### src/rtl/core/bpaf_pkg.sv
package bpaf_pkg;

	localparam int unsigned CAP_DEPTH = 18;

	localparam logic [4:0] MIN_LEN    = 5'd12;
	localparam logic [4:0] PRESET_LEN = 5'd18;
	localparam logic [4:0] COUNT_MAX  = 5'd31;

	localparam logic [7:0] ID_BYTE0 = 8'hFF;
	localparam logic [7:0] ID_BYTE1 = 8'hFF;
	localparam logic [7:0] ID_BYTE2 = 8'h56; // 'V'
	localparam logic [7:0] ID_BYTE3 = 8'h52; // 'R'

	localparam logic [3:0] PRESET_TYPE  = 4'h1;
	localparam logic [7:0] LEGACY_TYPE1 = 8'd1;
	localparam logic [7:0] LEGACY_TYPE2 = 8'd2;
	localparam int unsigned GLOBAL_BIT  = 7;

	localparam logic [15:0] PREV_SEQ_RESET = 16'hFFFF;

	// configuration reset values
	localparam logic        ACCEPT_GLOBAL_RESET  = 1'b0;
	localparam logic [31:0] LEARN_TICKS_RESET    = 32'd10000;
	localparam logic        INIT_FILTER_EN_RESET = 1'b0;
	localparam logic [47:0] INIT_GROUP_KEY_RESET = 48'd0;

	typedef enum logic [1:0] {
		CMD_BYTE  = 2'd0,
		CMD_LEARN = 2'd1,
		CMD_TICK  = 2'd2,
		CMD_NONE  = 2'd3
	} cmd_t;

	typedef enum logic [1:0] {
		REG_ACCEPT_GLOBAL  = 2'd0,
		REG_LEARN_TICKS    = 2'd1,
		REG_INIT_FILTER_EN = 2'd2,
		REG_INIT_GROUP_KEY = 2'd3
	} reg_idx_t;

	typedef enum logic [2:0] {
		ST_ACCEPTED  = 3'd0,
		ST_SHORT     = 3'd1,
		ST_ID_BAD    = 3'd2,
		ST_TYPE_BAD  = 3'd3,
		ST_GROUP_BAD = 3'd4,
		ST_DUPLICATE = 3'd5,
		ST_GLOBAL    = 3'd6,
		ST_UNUSED    = 3'd7
	} status_t;

	typedef logic [CAP_DEPTH-1:0][7:0] cap_t;

	typedef struct packed {
		logic [1:0] cmd;
		logic [7:0] data_byte;
		logic       last_byte;
	} item_t;

	typedef struct packed {
		logic [2:0]  status;
		logic [7:0]  effect;
		logic [31:0] timebase;
		logic [47:0] group_key;
		logic        learned;
		logic        legacy_format;
	} result_t;

	// filter and repeat state seen by the packet judge
	typedef struct packed {
		logic [15:0] prev_sequence;
		logic [47:0] prev_group;
		logic [7:0]  prev_kind;
		logic        filter_on;
		logic [47:0] filter_key;
		logic        learn_active;
		logic        accept_global;
	} judge_state_t;

	// state changes requested by the packet judge
	typedef struct packed {
		logic        load_prev;
		logic [15:0] sequence_val;
		logic [47:0] group;
		logic [7:0]  kind;
		logic        learn_hit;
	} judge_upd_t;

endpackage

### src/rtl/core/ble_preset_advert_filter.sv
// An input transfer lands in the input register when it is accepted; its result, if
// any, then loads the result register and transfers from there once the consumer
// accepts it.
// Throughput: one transfer per cycle; the input register and the result register
// are the only stages, and the input stalls only while a result waits unaccepted.
// Reset (arst_n low): counters, learn window and repeat state clear, configuration
// returns to its defaults, and the filter enable and key load from those defaults.
module ble_preset_advert_filter
	import bpaf_pkg::*;
(
	input  logic        clk,
	input  logic        arst_n,

	input  logic        item_valid,
	output logic        item_ready,
	input  item_t       item,

	output logic        result_valid,
	input  logic        result_ready,
	output result_t     result,

	input  logic        cfg_valid,
	output logic        cfg_ready,
	input  logic [1:0]  cfg_index,
	input  logic [47:0] cfg_data
);

	// configuration registers; the initial filter values act only on the filter state
	logic        accept_global_q;
	logic [31:0] learn_ticks_q;

	// block state
	logic [4:0]  byte_count_q;
	cap_t        cap_q;
	logic [15:0] prev_sequence_q;
	logic [47:0] prev_group_q;
	logic [7:0]  prev_kind_q;
	logic        filter_on_q;
	logic [47:0] filter_key_q;
	logic        learn_active_q;
	logic [31:0] learn_left_q;

	// input stage
	logic        valid_s1;
	item_t       item_s1;

	// result register
	logic        out_valid_q;
	result_t     out_q;

	logic         is_byte_s1;
	logic         has_result_s1;
	logic         advance_s1;
	logic         fire_s1;
	cap_t         cap_view;
	logic [4:0]   len_s1;
	judge_state_t jst;
	result_t      jres;
	judge_upd_t   jupd;
	logic [31:0]  left_dec;
	logic         cfg_fire;

	assign cfg_ready = 1'b1;
	assign cfg_fire  = cfg_valid && cfg_ready;

	// The stage moves on when its item yields no result or the result register
	// is free or being drained this cycle.
	assign is_byte_s1    = item_s1.cmd == CMD_BYTE;
	assign has_result_s1 = is_byte_s1 && item_s1.last_byte;
	assign advance_s1    = !has_result_s1 || !out_valid_q || result_ready;
	assign fire_s1       = valid_s1 && advance_s1;
	assign item_ready    = !valid_s1 || advance_s1;

	// Merge the incoming byte into the capture so the judge sees the whole packet.
	always_comb begin
		for (int i = 0; i < CAP_DEPTH; i++) begin
			cap_view[i] = (byte_count_q == 5'(i)) ? item_s1.data_byte : cap_q[i];
		end
	end

	assign len_s1 = (byte_count_q < COUNT_MAX) ? byte_count_q + 5'd1 : COUNT_MAX;

	assign jst.prev_sequence = prev_sequence_q;
	assign jst.prev_group    = prev_group_q;
	assign jst.prev_kind     = prev_kind_q;
	assign jst.filter_on     = filter_on_q;
	assign jst.filter_key    = filter_key_q;
	assign jst.learn_active  = learn_active_q;
	assign jst.accept_global = accept_global_q;

	bpaf_judge u_judge (
		.cap (cap_view),
		.len (len_s1),
		.st  (jst),
		.res (jres),
		.upd (jupd)
	);

	// Tick countdown: step toward zero, never below.
	assign left_dec = (learn_left_q != 32'd0) ? learn_left_q - 32'd1 : 32'd0;

	// Input register handshake.
	always_ff @(posedge clk or negedge arst_n) begin
		if (!arst_n) begin
			valid_s1 <= 1'b0;
		end else if (item_valid && item_ready) begin
			valid_s1 <= 1'b1;
		end else if (fire_s1) begin
			valid_s1 <= 1'b0;
		end
	end

	always_ff @(posedge clk) begin
		if (item_valid && item_ready) begin
			item_s1 <= item;
		end
	end

	// Capture store: written only at the running byte position, no reset.
	always_ff @(posedge clk) begin
		if (fire_s1 && is_byte_s1) begin
			for (int i = 0; i < CAP_DEPTH; i++) begin
				if (byte_count_q == 5'(i)) begin
					cap_q[i] <= item_s1.data_byte;
				end
			end
		end
	end

	// Block state and configuration. Configuration writes come last so a write
	// of the initial filter values takes effect like a reset would.
	always_ff @(posedge clk or negedge arst_n) begin
		if (!arst_n) begin
			accept_global_q  <= ACCEPT_GLOBAL_RESET;
			learn_ticks_q    <= LEARN_TICKS_RESET;
			byte_count_q     <= 5'd0;
			prev_sequence_q  <= PREV_SEQ_RESET;
			prev_group_q     <= 48'd0;
			prev_kind_q      <= 8'd0;
			filter_on_q      <= INIT_FILTER_EN_RESET;
			filter_key_q     <= INIT_GROUP_KEY_RESET;
			learn_active_q   <= 1'b0;
			learn_left_q     <= 32'd0;
		end else begin
			if (fire_s1) begin
				case (item_s1.cmd)
					CMD_LEARN: begin
						// open the window unless learning is disabled
						if (learn_ticks_q != 32'd0) begin
							learn_active_q <= 1'b1;
							learn_left_q   <= learn_ticks_q;
						end
					end
					CMD_TICK: begin
						if (learn_active_q && learn_ticks_q != 32'd0) begin
							learn_left_q <= left_dec;
							if (left_dec == 32'd0) begin
								learn_active_q <= 1'b0;
							end
						end
					end
					CMD_BYTE: begin
						if (item_s1.last_byte) begin
							byte_count_q <= 5'd0;
							if (jupd.load_prev) begin
								prev_sequence_q <= jupd.sequence_val;
								prev_group_q    <= jupd.group;
								prev_kind_q     <= jupd.kind;
							end
							if (jupd.learn_hit) begin
								learn_active_q <= 1'b0;
								learn_left_q   <= 32'd0;
								filter_on_q    <= 1'b1;
								filter_key_q   <= jupd.group;
							end
						end else begin
							byte_count_q <= len_s1;
						end
					end
					default: begin
						// unused command: drop
					end
				endcase
			end
			if (cfg_fire) begin
				case (cfg_index)
					REG_ACCEPT_GLOBAL: accept_global_q <= cfg_data[0];
					REG_LEARN_TICKS:   learn_ticks_q   <= cfg_data[31:0];
					REG_INIT_FILTER_EN: begin
						filter_on_q <= cfg_data[0];
					end
					REG_INIT_GROUP_KEY: begin
						filter_key_q <= cfg_data;
					end
					default: begin
					end
				endcase
			end
		end
	end

	// Result register: hold until the consumer takes the transfer.
	always_ff @(posedge clk or negedge arst_n) begin
		if (!arst_n) begin
			out_valid_q <= 1'b0;
		end else if (fire_s1 && has_result_s1) begin
			out_valid_q <= 1'b1;
		end else if (result_ready) begin
			out_valid_q <= 1'b0;
		end
	end

	always_ff @(posedge clk) begin
		if (fire_s1 && has_result_s1) begin
			out_q <= jres;
		end
	end

	assign result_valid = out_valid_q;
	assign result       = out_q;

endmodule

### src/rtl/core/bpaf_judge.sv
module bpaf_judge
	import bpaf_pkg::*;
(
	input  cap_t         cap,
	input  logic [4:0]   len,
	input  judge_state_t st,
	output result_t      res,
	output judge_upd_t   upd
);

	logic        is_short;
	logic        is_preset;
	logic        ids_ok;
	logic [7:0]  kind;
	logic [15:0] seq;
	logic [47:0] key;

	assign is_short  = len < MIN_LEN;
	assign is_preset = len >= PRESET_LEN;
	assign kind      = cap[4];
	assign seq       = {cap[6], cap[5]};
	assign key       = is_preset ? {cap[12], cap[13], cap[14], cap[15], cap[16], cap[17]}
	                             : 48'd0;
	assign ids_ok    = (cap[0] == ID_BYTE0) && (cap[1] == ID_BYTE1) &&
	                   (cap[2] == ID_BYTE2) && (cap[3] == ID_BYTE3);

	always_comb begin
		res.status        = ST_ACCEPTED;
		res.effect        = cap[7];
		res.timebase      = {cap[11], cap[10], cap[9], cap[8]};
		res.group_key     = key;
		res.learned       = 1'b0;
		res.legacy_format = !is_preset;
		upd.load_prev     = 1'b0;
		upd.sequence_val  = seq;
		upd.group         = key;
		upd.kind          = kind;
		upd.learn_hit     = 1'b0;

		if (is_short) begin
			res = '0;
			res.status = ST_SHORT;
		end else if (!ids_ok) begin
			res.status = ST_ID_BAD;
		end else if (is_preset) begin
			if (kind[3:0] != PRESET_TYPE) begin
				res.status = ST_TYPE_BAD;
			end else if (!st.learn_active && st.filter_on && key != st.filter_key) begin
				res.status = ST_GROUP_BAD;
			end else if (seq == st.prev_sequence && key == st.prev_group &&
			             kind == st.prev_kind) begin
				res.status = ST_DUPLICATE;
			end else begin
				upd.load_prev = 1'b1;
				// learn the first nonzero key while the window is open
				if (st.learn_active && key != 48'd0) begin
					upd.learn_hit = 1'b1;
					res.learned   = 1'b1;
				end
				if (!st.learn_active && kind[GLOBAL_BIT] && !st.accept_global) begin
					res.status = ST_GLOBAL;
				end
			end
		end else begin
			if (kind != LEGACY_TYPE1 && kind != LEGACY_TYPE2) begin
				res.status = ST_TYPE_BAD;
			end else if (seq == st.prev_sequence && kind == st.prev_kind) begin
				res.status = ST_DUPLICATE;
			end else begin
				upd.load_prev = 1'b1;
			end
		end
	end

endmodule
### config.mk
export PLATFORM = sky130hd
export DESIGN_NAME = ble_preset_advert_filter
export DESIGN_NICKNAME = d
export VERILOG_FILES = /design/src/rtl/core/bpaf_pkg.sv /design/src/rtl/core/ble_preset_advert_filter.sv /design/src/rtl/core/bpaf_judge.sv
export SDC_FILE = /design/constraint.sdc
export NUM_CORES = 1
export LEC_CHECK = 0
export BUFFER_PORTS_ARGS = -buffer_cell sky130_fd_sc_hd__buf_2
export CORE_MARGIN = 5
export CORE_UTILIZATION = 65
export CTS_CLUSTER_DIAMETER = 50
export DETAILED_ROUTE_END_ITERATION = 7
export GPL_TIMING_DRIVEN = 0
export HOLD_SLACK_MARGIN = 0.05
export PLACE_DENSITY = 0.92
export SKIP_LAST_GASP = 1
export SLEW_MARGIN = 10
export SYNTH_ARGS = -nofsm -noshare
export SYNTH_HDL_FRONTEND = slang
export SYNTH_SLANG_ARGS = --single-unit
### constraint.sdc
create_clock -name clk -period 21.2 [get_ports clk]
set_input_delay 3.18 -clock clk [delete_from_list [all_inputs] [get_ports clk]]
set_output_delay 3.18 -clock clk [all_outputs]
set_load 0.02 [all_outputs]
==> impl_metrics.tcl <==
set metrics [dict create \
    ys_types 83 \
    cts_buffers 48 \
    htreeDepth 2 \
    row_count 68 \
    max_freq_ghz 0.137 \
    drc 0 \
    hpwl_um 54200 \
    antenna_left 0 \
    finish.instance_area_um2 25600 \
    final_max_slew_viol_count 0 \
    dieArea_um2 38300 \
    reg2reg_depth 19 \
    ctsResizeCount 0 \
    ir_worst_vdd_uv 72.1 \
    antenna_found_initial 0 \
    start_util 0.653 \
    async_flop_share 0.439 \
    fp.coreArea_um2 34300 \
    insertion_delay_ns 0.60 \
    critPathKind "primary input to output port" \
    layout-drive-gt1-share 0.168 \
    outcome "completed" \
    holdBufCountCts 0 \
    track_usage 0.395 \
    wl_um 76800 \
    drtIter0Drc 2426 \
    overflow 0 \
    vias 18700 \
    start_kind "primary input" \
    worst_hold_slack_ns 0.512 \
    setup_tns_ns 0 \
    grt_pass1_vias 19000 \
    place_area_um2 24000 \
    synth-seq-area-share 0.551 \
    setup_violations 0 \
    die_h_um 196 \
    syn_inst 2043 \
    cp_max_fo 3 \
    synth_seq_cells 442 \
    cts_root_buf "clkbuf_16" \
    routabilityCongestion 1.06 \
    worst_pin_slew_ns 1.19 \
    power_density_nw_per_um2 85.7 \
    yosys_warnings 0 \
    antennaDiodeCount 0 \
    end_kind "output port" \
    finalCriticalPeriod_ns 7.27 \
    cts_setup_buffers 0 \
    avgSynthCellArea_um2 11.0 \
    hold_viol 0 \
    synth-edff-count 248 \
    synth_ff_type "edfxtp_1" \
    cts_sinks 442 \
    worstPathArrival_ns 4.09 \
    path_clk_slew_ns 0.06 \
    rsz0062_at_grt "false" \
    grt_max_degree 109 \
    syn2layout_area_growth_pct 14.5 \
    drv_cap 0 \
    vias_per_cell 6.80 \
    synth_nets 2116 \
    drt_pre_antenna_iters 6 \
    p_total_mw 2.20 \
    die_w_um 196 \
    hold_depth 1 \
    num-nets-final 2337 \
    nFillCells 2213 \
    io_pins 162 \
    cts_tree "done" \
    critPathRequiredTime_ns 18.02 \
    grt_pass1_wl_um 115000 \
    relSlewSlack 0.186 \
    io_buffer_count 160 \
    post_drt_wl_per_cell_um 27.9 \
    clock_path_buffers 3 \
    period_share 0.343 \
    netlist_area_um2 22400 \
    skew_ns 0.0211 \
    leakagePower_nw 10.5 \
    worst_hold_path_type "flop to flop" \
]
-- cell type report --
class / count / area, µm² / share of cell area
plain buffers: 118 / 502 / 0.0196
clock buffers: 70 / 1370 / 0.0533
well taps: 455 / 569 / 0.0222
repair buffers: 171 / 1050 / 0.0411
inverters: 206 / 773 / 0.0302
clock inverters: 19 / 209 / 0.00815
multi-input cells: 1277 / 8830 / 0.344
flip-flops and latches: 442 / 12300 / 0.481
-- cells by family (layout without fill, tap and decap cells) --
family,after synthesis,in the layout,share of synthesized area
DFF,442,442,0.551
xor gates and xnor gates,41,41,0.0160
buffers and inverters,324,584,0.0569
other,1,1,0.000167
muxes,296,296,0.138
and+or+nand+nor,576,576,0.128
AOI/OAI and AO/OA,356,356,0.106
adders and majority gates,7,7,0.00391
-- worst max-delay path, stage by stage --
cell,delay (ns)
buf_2,0.11
nor2b_1,0.27
nand2_1,0.10
nor2_1,0.20
inv_1,0.07
buf_2,0.16
-- power breakdown --
part / internal [mW] / switching [mW] / leakage, nW
clock network: 0.488 / 0.357 / 0.765
logic: 0.112 / 0.199 / 4.96
registers: 0.974 / 0.0673 / 4.73
total: 1.57 / 0.624 / 10.5
-- placed cells by master (no fill, tap or decap), types with 31 or more instances in the layout --
cell and instances:
buf_2 174, nor3_1 46, edfxtp_1 248, clkbuf_1 100, dfrtp_1 173, mux2i_1 198
a21oi_1 54, clkbuf_16 50, nand4_1 31, mux2_2 77, o22ai_1 51, nor2_1 140
nand2_1 178, o21ai_0 101, inv_1 204
-- flip-flops by register name, summed over array words and instances, names as in the netlist --
name,cells
prev_sequence_q,16
learn_active_q,1
result_valid,1
filter_key_q,48
valid_s1,1
result,93
learn_ticks_q,32
filter_on_q,1
accept_global_q,1
prev_kind_q,8
learn_left_q,32
byte_count_q,5
item_s1,11
prev_group_q,48
cap_q,144
-- path summary, 6_finish.rpt --
kind                                      start          endpoint  slack (ns)
worst max-delay path               result_ready        item_ready       13.93
worst min-delay path             prev_kind_q[0]    prev_kind_q[0]        0.51
worst max register to register  byte_count_q[2]  learn_left_q[22]       14.11
worst min register to register   prev_kind_q[0]    prev_kind_q[0]        0.51
max in group asynchronous                arst_n  learn_left_q[23]       17.58
min in group asynchronous                arst_n  filter_key_q[45]        2.61
-- stage by stage --
step	util	instances	worst slack, ns
finish	0.747	2758	13.93
global route	0.747	2758	13.84
CTS	0.747	2758	13.95
detailed placement	0.701	2669	13.95
global placement	0.693	2658	6.20
floorplan	-	2043	9.79
-- layer usage --
metal  vias up  wire length (µm)  track usage
li1       7875                 -            -
met2      1475             35000        0.611
met1      9064             28000        0.520
met5         -                 0            0
met4         0              4710        0.199
met3       330              9150        0.103
-- cells in the mapped netlist (16+ instances only) --
cell type,instances,area (µm²)
edfxtp_1,248,7450
xnor2_1,25,219
nor3_1,48,240
a21oi_1,55,275
nand4_1,31,194
nand2_1,178,668
mux2_1,18,203
nor2_1,141,529
o21ai_0,101,505
xor2_1,16,140
inv_1,204,766
nand2b_1,23,144
nor4_1,30,188
dfrtp_1,173,4330
nand3_1,22,110
a22oi_1,24,180
dfstp_2,21,552
mux2_2,77,867
clkbuf_1,84,315
mux2i_1,199,1990
o22ai_1,51,319
(Power assumes the default switching activity.)
